<file path="src/sv/cht_pkg.sv">
// ============================================================================
// cht_pkg: shared types and constants for the chained hash table
// Operation and status codes, hashing constant and the item that walks the
// row of storage cells.
// ============================================================================
package cht_pkg;

    // key and count widths
    localparam int KEY_W = 31;
    localparam int CNT_W = 5;
    localparam int BKT_W = 4;

    // default number of storage cells
    localparam int MAX_SLOTS_DEF = 16;

    // table size after reset (clamped to the cell count at the top level)
    localparam int TS_RESET = 10;

    // 0.6180339887 in 0.32 fixed point
    localparam logic [31:0] PHI_FRAC = 32'h9E37_79B9;

    // operation codes
    localparam logic [1:0] MODE_INSERT = 2'd0;
    localparam logic [1:0] MODE_DELETE = 2'd1;
    localparam logic [1:0] MODE_SEARCH = 2'd2;

    // status codes
    localparam logic [1:0] ST_OK       = 2'd0;
    localparam logic [1:0] ST_FULL     = 2'd1;
    localparam logic [1:0] ST_NOTFOUND = 2'd2;

    // item passed from cell to cell
    typedef struct packed {
        logic             vld;
        logic [1:0]       mode;
        logic [KEY_W-1:0] key;
        logic [BKT_W-1:0] bucket;
        logic             ins_en;   // insert allowed (table not full)
        logic             placed;   // insert already written to a cell
        logic             found;    // a matching entry was seen
        logic [CNT_W-1:0] removed;  // copies cleared so far
    } tok_t;

endpackage

</file>
<file path="src/sv/cht_cell.sv">
// ============================================================================
// cht_cell: one storage entry of the hash table
// Holds a key, its bucket and a valid bit. The passing item is checked and
// updated against the entry and handed to the next cell in the following cycle.
// ============================================================================
module cht_cell (
    input  logic          clk,
    input  logic          rst_n,
    input  cht_pkg::tok_t tok_in,
    output cht_pkg::tok_t tok_out
);

    logic                         valid_reg;
    logic                         valid_next;
    logic [cht_pkg::KEY_W-1:0]    key_reg;
    logic [cht_pkg::BKT_W-1:0]    bucket_reg;
    logic                         wr_en;
    logic                         match;
    cht_pkg::tok_t                tok_reg;
    cht_pkg::tok_t                tok_next;

    // entry match for delete and search
    assign match = valid_reg && (key_reg == tok_in.key) && (bucket_reg == tok_in.bucket);

    // first free cell takes the insert
    assign wr_en = tok_in.vld && (tok_in.mode == cht_pkg::MODE_INSERT) &&
                   tok_in.ins_en && !tok_in.placed && !valid_reg;

    // entry and item update
    always_comb
    begin
        valid_next = valid_reg;
        tok_next   = tok_in;
        if (wr_en)
        begin
            valid_next      = 1'b1;
            tok_next.placed = 1'b1;
        end
        if (tok_in.vld && match &&
            (tok_in.mode == cht_pkg::MODE_DELETE || tok_in.mode == cht_pkg::MODE_SEARCH))
        begin
            tok_next.found = 1'b1;
            if (tok_in.mode == cht_pkg::MODE_DELETE)
            begin
                valid_next       = 1'b0;
                tok_next.removed = tok_in.removed + 1'b1;
            end
        end
    end

    // control state and passing item
    always_ff @(posedge clk or negedge rst_n)
    begin
        if (!rst_n)
        begin
            valid_reg <= 1'b0;
            tok_reg   <= '0;
        end
        else
        begin
            valid_reg <= valid_next;
            tok_reg   <= tok_next;
        end
    end

    // stored entry
    always_ff @(posedge clk)
    begin
        if (wr_en)
        begin
            key_reg    <= tok_in.key;
            bucket_reg <= tok_in.bucket;
        end
    end

    assign tok_out = tok_reg;

endmodule

</file>
<file path="src/sv/chained_hash_table.sv">
// ============================================================================
// chained_hash_table: hash table with separate chaining over a cell row
// Fibonacci hashing into table_size buckets, entries kept in a row of cells.
// ============================================================================
// Usage:
//   Command port: an item (mode, key) is taken at a clock edge where start is
//   high and busy is low. busy stays high until the result is shown.
//   Result port: status, bucket and occupancy are valid for exactly one cycle
//   while done is high. There is no back-pressure; the receiver must take it.
//   Config port: cfg_we writes cfg_wdata to table_size at the clock edge. The
//   write is dropped while the table holds any key; the value is clamped to
//   1..min(16, MAX_SLOTS). Write only while busy is low.
//   Timing: the hash registers key times the golden-ratio fraction, then the
//   fraction times table_size; then the item walks the row of MAX_SLOTS
//   cells, one cell a cycle, and the result is registered. A new item is
//   taken only once the result of the last one is shown, so the length of
//   the cell row sets how often items are handled.
//   Reset: all entries invalid, count zero, table_size back to its default,
//   busy low. No clearing pass is needed.
// ============================================================================
module chained_hash_table #(
    parameter int MAX_SLOTS = cht_pkg::MAX_SLOTS_DEF
) (
    input  logic                      clk,
    input  logic                      rst_n,
    input  logic                      start,
    output logic                      busy,
    input  logic [1:0]                mode,
    input  logic [cht_pkg::KEY_W-1:0] key,
    input  logic                      cfg_we,
    input  logic [cht_pkg::CNT_W-1:0] cfg_wdata,
    output logic                      done,
    output logic [1:0]                status,
    output logic [cht_pkg::BKT_W-1:0] bucket,
    output logic [cht_pkg::CNT_W-1:0] occupancy
);

    localparam logic [cht_pkg::CNT_W-1:0] TS_LIMIT =
        cht_pkg::CNT_W'((MAX_SLOTS < 16) ? MAX_SLOTS : 16);
    localparam logic [cht_pkg::CNT_W-1:0] TS_INIT =
        (cht_pkg::CNT_W'(cht_pkg::TS_RESET) > TS_LIMIT) ? TS_LIMIT :
        cht_pkg::CNT_W'(cht_pkg::TS_RESET);

    logic                      accept;
    logic                      busy_reg;
    logic                      busy_next;
    logic [cht_pkg::CNT_W-1:0] ts_reg;
    logic [cht_pkg::CNT_W-1:0] ts_next;
    logic [cht_pkg::CNT_W-1:0] count_reg;
    logic [cht_pkg::CNT_W-1:0] count_next;

    logic                      s1_vld_reg;
    logic [1:0]                s1_mode_reg;
    logic [cht_pkg::KEY_W-1:0] s1_key_reg;
    logic                      s1_ins_en_reg;
    logic [31:0]               frac_reg;
    logic [31:0]               frac_next;
    logic [35:0]               scaled;

    cht_pkg::tok_t             head_reg;
    cht_pkg::tok_t             head_next;
    cht_pkg::tok_t             tok_chain [0:MAX_SLOTS];
    cht_pkg::tok_t             tail;

    logic                      done_reg;
    logic [1:0]                status_reg;
    logic [1:0]                status_next;
    logic [cht_pkg::BKT_W-1:0] bucket_reg;

    assign accept = start && !busy_reg;

    // hash step one: fractional part of key times the golden ratio
    assign frac_next = {1'b0, key} * cht_pkg::PHI_FRAC;

    // hash step two: scale the fraction to the bucket range
    assign scaled = 36'(frac_reg) * 36'(ts_reg);

    always_comb
    begin
        head_next         = '0;
        head_next.vld     = s1_vld_reg;
        head_next.mode    = s1_mode_reg;
        head_next.key     = s1_key_reg;
        head_next.bucket  = scaled[35:32];
        head_next.ins_en  = s1_ins_en_reg;
    end

    // row of storage cells
    assign tok_chain[0] = head_reg;
    generate
        for (genvar i = 0; i < MAX_SLOTS; i++)
        begin : g_cell
            cht_cell u_cell (
                .clk     (clk),
                .rst_n   (rst_n),
                .tok_in  (tok_chain[i]),
                .tok_out (tok_chain[i+1])
            );
        end
    endgenerate
    assign tail = tok_chain[MAX_SLOTS];

    // result and count from the item leaving the row
    always_comb
    begin
        status_next = cht_pkg::ST_NOTFOUND;
        count_next  = count_reg;
        if (tail.vld)
        begin
            case (tail.mode)
                cht_pkg::MODE_INSERT:
                begin
                    if (!tail.ins_en)
                    begin
                        status_next = cht_pkg::ST_FULL;
                    end
                    else if (tail.placed)
                    begin
                        status_next = cht_pkg::ST_OK;
                        count_next  = count_reg + 1'b1;
                    end
                end
                cht_pkg::MODE_DELETE:
                begin
                    if (tail.found)
                    begin
                        status_next = cht_pkg::ST_OK;
                        count_next  = (tail.removed > count_reg) ? '0 :
                                      count_reg - tail.removed;
                    end
                end
                cht_pkg::MODE_SEARCH:
                begin
                    if (tail.found)
                    begin
                        status_next = cht_pkg::ST_OK;
                    end
                end
                default:
                begin
                    status_next = cht_pkg::ST_NOTFOUND;
                end
            endcase
        end
    end

    // busy from accept until the result is registered
    always_comb
    begin
        busy_next = busy_reg;
        if (accept)
        begin
            busy_next = 1'b1;
        end
        else if (tail.vld)
        begin
            busy_next = 1'b0;
        end
    end

    // table size write, only while empty, clamped
    always_comb
    begin
        ts_next = ts_reg;
        if (cfg_we && count_reg == '0)
        begin
            if (cfg_wdata == '0)
            begin
                ts_next = cht_pkg::CNT_W'(1);
            end
            else if (cfg_wdata > TS_LIMIT)
            begin
                ts_next = TS_LIMIT;
            end
            else
            begin
                ts_next = cfg_wdata;
            end
        end
    end

    // control state and head of the row
    always_ff @(posedge clk or negedge rst_n)
    begin
        if (!rst_n)
        begin
            busy_reg   <= 1'b0;
            ts_reg     <= TS_INIT;
            count_reg  <= '0;
            s1_vld_reg <= 1'b0;
            head_reg   <= '0;
            done_reg   <= 1'b0;
        end
        else
        begin
            busy_reg   <= busy_next;
            ts_reg     <= ts_next;
            count_reg  <= count_next;
            s1_vld_reg <= accept;
            head_reg   <= head_next;
            done_reg   <= tail.vld;
        end
    end

    // payload
    always_ff @(posedge clk)
    begin
        if (accept)
        begin
            s1_mode_reg   <= mode;
            s1_key_reg    <= key;
            s1_ins_en_reg <= (count_reg < ts_reg);
            frac_reg      <= frac_next;
        end
        if (tail.vld)
        begin
            status_reg <= status_next;
            bucket_reg <= tail.bucket;
        end
    end

    assign busy      = busy_reg;
    assign done      = done_reg;
    assign status    = status_reg;
    assign bucket    = bucket_reg;
    assign occupancy = count_reg;

    // checks
    a_done_idle: assert property (@(posedge clk) disable iff (!rst_n)
        done |-> !busy)
        else $error("result shown while still busy");

    a_done_after_busy: assert property (@(posedge clk) disable iff (!rst_n)
        done |-> $past(busy))
        else $error("result without a pending item");

    a_accept_busy: assert property (@(posedge clk) disable iff (!rst_n)
        (start && !busy) |=> busy)
        else $error("busy not raised after accept");

    a_count_bound: assert property (@(posedge clk) disable iff (!rst_n)
        count_reg <= ts_reg)
        else $error("stored count above table size");

endmodule
</file>
<file path="config.mk">
export PLATFORM = sky130hd
export DESIGN_NAME = chained_hash_table
export DESIGN_NICKNAME = d
export VERILOG_FILES = /design/src/sv/cht_pkg.sv /design/src/sv/cht_cell.sv /design/src/sv/chained_hash_table.sv
export SDC_FILE = /design/constraint.sdc
export NUM_CORES = 2
export LEC_CHECK = 0
export BUFFER_PORTS_ARGS = -buffer_cell sky130_fd_sc_hd__buf_2
export CORE_ASPECT_RATIO = 0.7
export CORE_MARGIN = 4
export CORE_UTILIZATION = 40
export DETAILED_ROUTE_END_ITERATION = 12
export SLEW_MARGIN = 20
export SYNTH_ARGS = -nofsm -noshare
export SYNTH_HDL_FRONTEND = slang
export SYNTH_SLANG_ARGS = --single-unit
</file>
<file path="constraint.sdc">
create_clock -name clk -period 11.5 [get_ports clk]
set_input_delay 1.15 -clock clk [delete_from_list [all_inputs] [get_ports clk]]
set_output_delay 1.15 -clock clk [all_outputs]
set_load 0.02 [all_outputs]
</file>
Word level (Yosys, flattened, before mapping) --
Cells that the tools add are included.
Cells by class: add/sub/neg operators 17, $mul 2, magnitude comparators 3, equality and inequality tests 69, multiplexer cells 109, reduce and logical (&&, ||, !) cells 200
Operators by type and width (number):
- 31-bit == test | 16
- 1-bit logical AND | 129
- 5-bit 2-to-1 mux | 21
- 6-bit 2-to-1 mux | 16
- 5-bit by 1-bit adder with 5-bit output, second input constant | 16
- 1-bit 2-to-1 mux | 67
- 4-bit == test | 16
- 32-bit by 5-bit multiplier with 36-bit output | 1
- 2-bit by 1-bit == test with 1-bit output, second input constant | 17
- 2-bit == test, second input constant | 17
- 2-bit zero test | 17
- 1-bit zero test | 32
- 31-bit by 32-bit multiplier with 32-bit output, second input constant | 1
- 1-bit logical OR | 16
- 5-bit zero test | 2
- 5-bit case mux with 2 select lines | 1
- 2-bit 2-to-1 mux | 3
- 2-bit by 1-bit inequality test with 1-bit output, second input constant | 3
- 5-bit greater-than comparator | 1
- 5-bit greater-than comparator, second input constant | 1
- 5-bit < comparator | 1
- 5-bit AND reduction | 1
- 5-bit subtractor | 1
- 2-bit case mux with 2 select lines | 1
- 2 further kinds | 3
Storage, ports and cells: register bits 1405, logic and storage cells 591

Logic depth before layout (Yosys ltp) --
depth after elaboration 8, gate-level depth with buffers 24, mapped depth without buffers 24

Modules after synthesis --
A second synthesis with hierarchy kept.
Second synthesis, totals: cells, all modules 4044, area total of the unflattened synthesis 61118.6 sq um
Modules (own cells, without submodules):
- cht_cell | instances 16, cells an instance 158, area each 2802.7 sq um
- chained_hash_table | instances 1, cells an instance 1516, area each 16275.6 sq um

Worst setup path after synthesis --
OpenSTA, ideal clock, no wires.
kind input-to-reg, start point input key[4] in the netlist's numbering, end point register frac_reg[31] (data pin), setup time 260 ps, arrival 6764 ps, slack 4476 ps, cell stages on the path 19, path buffers 0, cell sequence fa_1 -> fa_1 -> xor2_1 -> ha_1 -> fa_1 -> fa_1 -> inv_1 -> fa_1 -> inv_1 -> fa_1 -> fa_1 -> ha_1 -> a211o_1 -> a311oi_2 -> o41ai_2 -> a41oi_2 -> a21oi_2 -> a211oi_2 -> xnor2_1
On the way: cells in the longest elaborated chain, start to end 1
Ends and longest elaborated chain:
- start: declaration | RTL line chained_hash_table.sv:29 | input logic [cht_pkg::KEY_W-1:0] key,
- 31-bit by 32-bit multiplier with 32-bit output | RTL line chained_hash_table.sv:73 | assign frac_next = {1'b0, key} * cht_pkg::PHI_FRAC;
- via frac_next[31] | RTL line chained_hash_table.sv:57 | logic [31:0] frac_next;
- end signal: assignment | RTL line chained_hash_table.sv:213 | frac_reg <= frac_next;
- end: declaration | RTL line chained_hash_table.sv:56 | logic [31:0] frac_reg;
The timed path passes the listed nets, and every way through them passes these cells. A chain may end at the register's enable or synchronous reset.

Worst setup path after layout --
Ends and elaborated chain as after synthesis.

==> results.py <==
metrics = {
    "outcome": {
        "status": "completed",
    },
    "worst_setup_path": {
        "r2r_cells": 14,
        "startpoint": "key[4]",
        "timing.critical_path.buf_inv": 3,
        "cpLargestDelayFamily": "adder cells",
        "arrival_ps": 7470,
        "critPathMostFrequentCell": "fa_1",
        "crit_fanout": 9,
        "cp-end-kind": "flip-flop",
        "critPathMaxStageDelay_ps": 700,
        "r2r_end": "head_reg[11]",
        "crit_required_ps": 11960,
        "reg2reg_setup_slack_ps": 6020,
        "path_class": "in2reg",
        "slowest_stage": "fa_1",
        "cp-start-kind": "input pin",
        "rr_startpoint": "ts_reg[3]",
        "crit_chain": "buf_2 > fa_1 > fa_1 > xor2_1 > ha_1 > fa_1 > fa_1 > inv_1 > fa_1 > inv_1 > fa_1 > fa_1 > ha_1 > o21ai_0 > nand2b_1 > a21oi_1 > o41ai_2 > a41oi_2 > a21oi_2 > a211oi_2 > xnor2_1",
    },
    "cts": {
        "cts_resized": 0,
        "postCtsSetupBuffers": 0,
        "clock-sinks": 1392,
        "clock_path_buffers": 3,
        "cts_tree": "built",
        "clk_pin_slew_worst_paths_ps": 60,
        "htree_levels": 4,
        "numCtsBuffers": 134,
        "cts-root-buf": "clkbuf_16",
        "clk_latency_ps": 750,
        "cts_hold_buf": 0,
    },
    "global_route": {
        "first_global_vias": 30100,
        "overflow": 0,
        "grt_pass1_wl_mm": 189.4,
        "grt.total_usage": 0.1621,
        "grt_busiest_layer": "met1",
        "antenna_found_initial": 13,
        "grt_max_degree": 155,
        "met3_usage": 0.03317,
        "grt_util_met1": 0.2680,
        "grt_use_met2": 0.2144,
    },
    "sta": {
        "slew_viol_final": 0,
        "finalCritPeriodShare": 0.6097,
        "worst_pin_slew_ps": 1220,
        "skew_ps": 32.13,
        "setup_viol": 0,
        "finalSetupTns_ps": 0,
        "slew_headroom": 0.1810,
        "rsz0062_at_grt": "false",
        "fmax_mhz": 142.6,
        "hold_viol": 0,
        "post-route-min-period_ps": 7011,
    },
    "floorplanning": {
        "rows": 117,
        "die_h_um": 330.1,
        "coreArea_um2": 146400,
        "fp.dieArea_um2": 154500,
        "start_util": 0.4050,
        "pin_count": 55,
        "die-width_um": 468.2,
    },
    "min_path": {
        "hold_path.class": "reg2reg",
        "min_path_cells": 0,
        "holdPathEnd": "head_reg[34]",
        "hp-start": "s1_key_reg[22]",
    },
    "synthesis": {
        "synth_edf_count": 629,
        "synth_nets": 4459,
        "netlist_area_um2": 59290,
        "seq_area_frac_synth": 0.6407,
        "syn-mean-instance-area_um2": 15.40,
        "synthDistinctLibCells": 62,
        "syn_inst": 3849,
        "yosysWarningCount": 0,
        "synth-main-ff-cell": "dfrtp_1",
        "synthArstFlopShare": 0.5481,
        "ys_seq_elements": 1392,
    },
    "drt": {
        "drt-pass1-iter-count": 5,
        "wirelength_mm": 121.9,
        "vias": 29050,
        "via_per_inst": 4.745,
        "detail-route-antenna-nets": 0,
        "wl_per_cell_um": 19.90,
        "drt_first_iter_violations": 2329,
        "drc": 0,
    },
    "power": {
        "vdd_drop_max_mv": 0.7423,
        "internal-power_w": 0.01245,
        "p_seq_frac": 0.303,
        "power_frac_clock": 0.228,
        "combPwrFrac": 0.469,
        "leakagePower_nw": 27.67,
        "pwr_density_cell_nw_per_um2": 297.4,
        "switching_power_w": 0.007440,
        "sw_frac_of_total": 0.3740,
    },
    "placement": {
        "dpl.hpwl_mm": 91.22,
        "dp.cells": 5873,
        "gp_congestion": 0.8567,
        "io_buffers": 54,
    },
    "finish": {
        "instances_no_fill": 6123,
        "nets": 4656,
        "syn2layout_area_growth_pct": 12.79,
        "drive_above_1_share": 0.08562,
        "largest_register_ff_count": 695,
    },
    "flow_run": {
        "max_cap_violations": 0,
    },
}
==> power by group through the flow <==
stage / clock, W / combinational (W) / sequential (W)
6_report: 0.00453 / 0.00933 / 0.00603
5_1_grt: 0.00487 / 0.0105 / 0.00606
4_1_cts: 0.00467 / 0.00937 / 0.00604
3_5_place_dp: 0 / 0.00930 / 0.00613
3_3_place_gp: 0 / 0.00918 / 0.00613
2_1_floorplan: 0 / 0.00706 / 0.00604
==> per-stage QoR <==
stage          worst slack, ps  utilization  hold slack (ps)  area [um2]  total power, W
2_1_floorplan             4476            -            330.6       59290         0.01310
3_3_place_gp              3845       0.4251            330.4       62230         0.01531
3_5_place_dp              3768       0.4252            334.4       62250         0.01543
4_1_cts                   4569       0.4568            348.3       66870         0.02007
5_1_grt                   4180       0.4568            350.6       66870         0.02147
6_report                  4489       0.4568            346.6       66870         0.01989
==> cells in the final DEF (no fill, tap or decap), types with 4 or more instances in the layout <==
| cell type | n |
|---|---|
| nor2_1 | 30 |
| nand2b_1 | 7 |
| clkbuf_1 | 38 |
| bufinv_16 | 12 |
| buf_12 | 4 |
| clkinv_16 | 5 |
| ha_1 | 278 |
| a21oi_1 | 52 |
| buf_2 | 53 |
| clkinv_1 | 8 |
| or4_1 | 4 |
| fa_1 | 290 |
| clkbuf_8 | 15 |
| o21a_1 | 5 |
| clkbuf_16 | 138 |
| clkinv_2 | 20 |
| and2_1 | 76 |
| nor2b_1 | 4 |
| inv_16 | 4 |
| edfxtp_1 | 629 |
| nand3_1 | 53 |
| a211oi_1 | 5 |
| or2_2 | 18 |
| o21bai_1 | 4 |
| xor2_1 | 241 |
| a21o_1 | 14 |
| buf_4 | 22 |
| xnor2_1 | 432 |
| nor4_1 | 78 |
| mux2_2 | 18 |
| and3_1 | 14 |
| nor3_1 | 15 |
| nand4_1 | 119 |
| o21ai_0 | 35 |
| nor2_2 | 15 |
| nand2_1 | 140 |
| and4_1 | 4 |
| dfrtp_1 | 761 |
| inv_1 | 431 |
==> how the worst max path moves through the flow <==
stage,end,slack (ps),depth (start not counted)
final,frac_reg[31],4490,21
after global routing,frac_reg[29],4180,21
after CTS,frac_reg[31],4570,21
after detailed placement,frac_reg[31],3770,21
after global placement,frac_reg[31],3850,21
after floorplan,frac_reg[31],4480,19
==> layer usage <==
layer	vias up	share of wire
li1	13340	-
met1	15050	0.53
met2	537	0.40
met3	132	0.051
met4	4	0.018
met5	-	0.00015
==> final cells by class <==
class,instances,area (um2)
inverter,431,1618
multi-input combinational,2006,19660
sequential,1392,37980
antenna,2,5.005
fill,12910,79520
timing repair buffer,81,536.8
clock inverter,57,810.8
tap,1963,2456
clock buffer,191,3802
==> worst register-to-register path, cell delays in order (launching register included) <==
cell and delay [ps]:
dfstp_2 1040, nand2_1 190, fa_1 540, inv_1 50, fa_1 490, fa_1 420, ha_1 320, and4_1 200
a221oi_2 320, o21ai_1 140, a211o_1 310, a31oi_2 270, a21oi_2 130, o211a_1 250, nor3_1 660
==> logic make-up after synthesis <==
group | synth area share
flip-flops | 0.6407
adder cells (fa/ha/maj) | 0.1566
AND/OR/NAND/NOR | 0.05440
AO/OA/AOI/OAI | 0.01690
buffers and inverters | 0.02862
multiplexers | 0.003419
XOR/XNOR | 0.09942
==> synth_stat cells, drive strengths merged (15+ instances only) <==
master	n	area [um2]
nor4	81	543.0
mux2	18	202.7
ha	278	3478
nand3	53	265.3
inv	431	1618
dfrtp	761	19040
o21ai	37	188.9
or2	18	112.6
nor3	15	75.07
nor2	46	172.7
a21oi	54	277.8
nand2	140	525.5
fa	290	5806
clkbuf	19	71.32
nand4	119	744.5
edfxtp	629	18890
and2	79	498.0
xnor2	432	3784
xor2	241	2111
(Power assumes the default switching activity.)
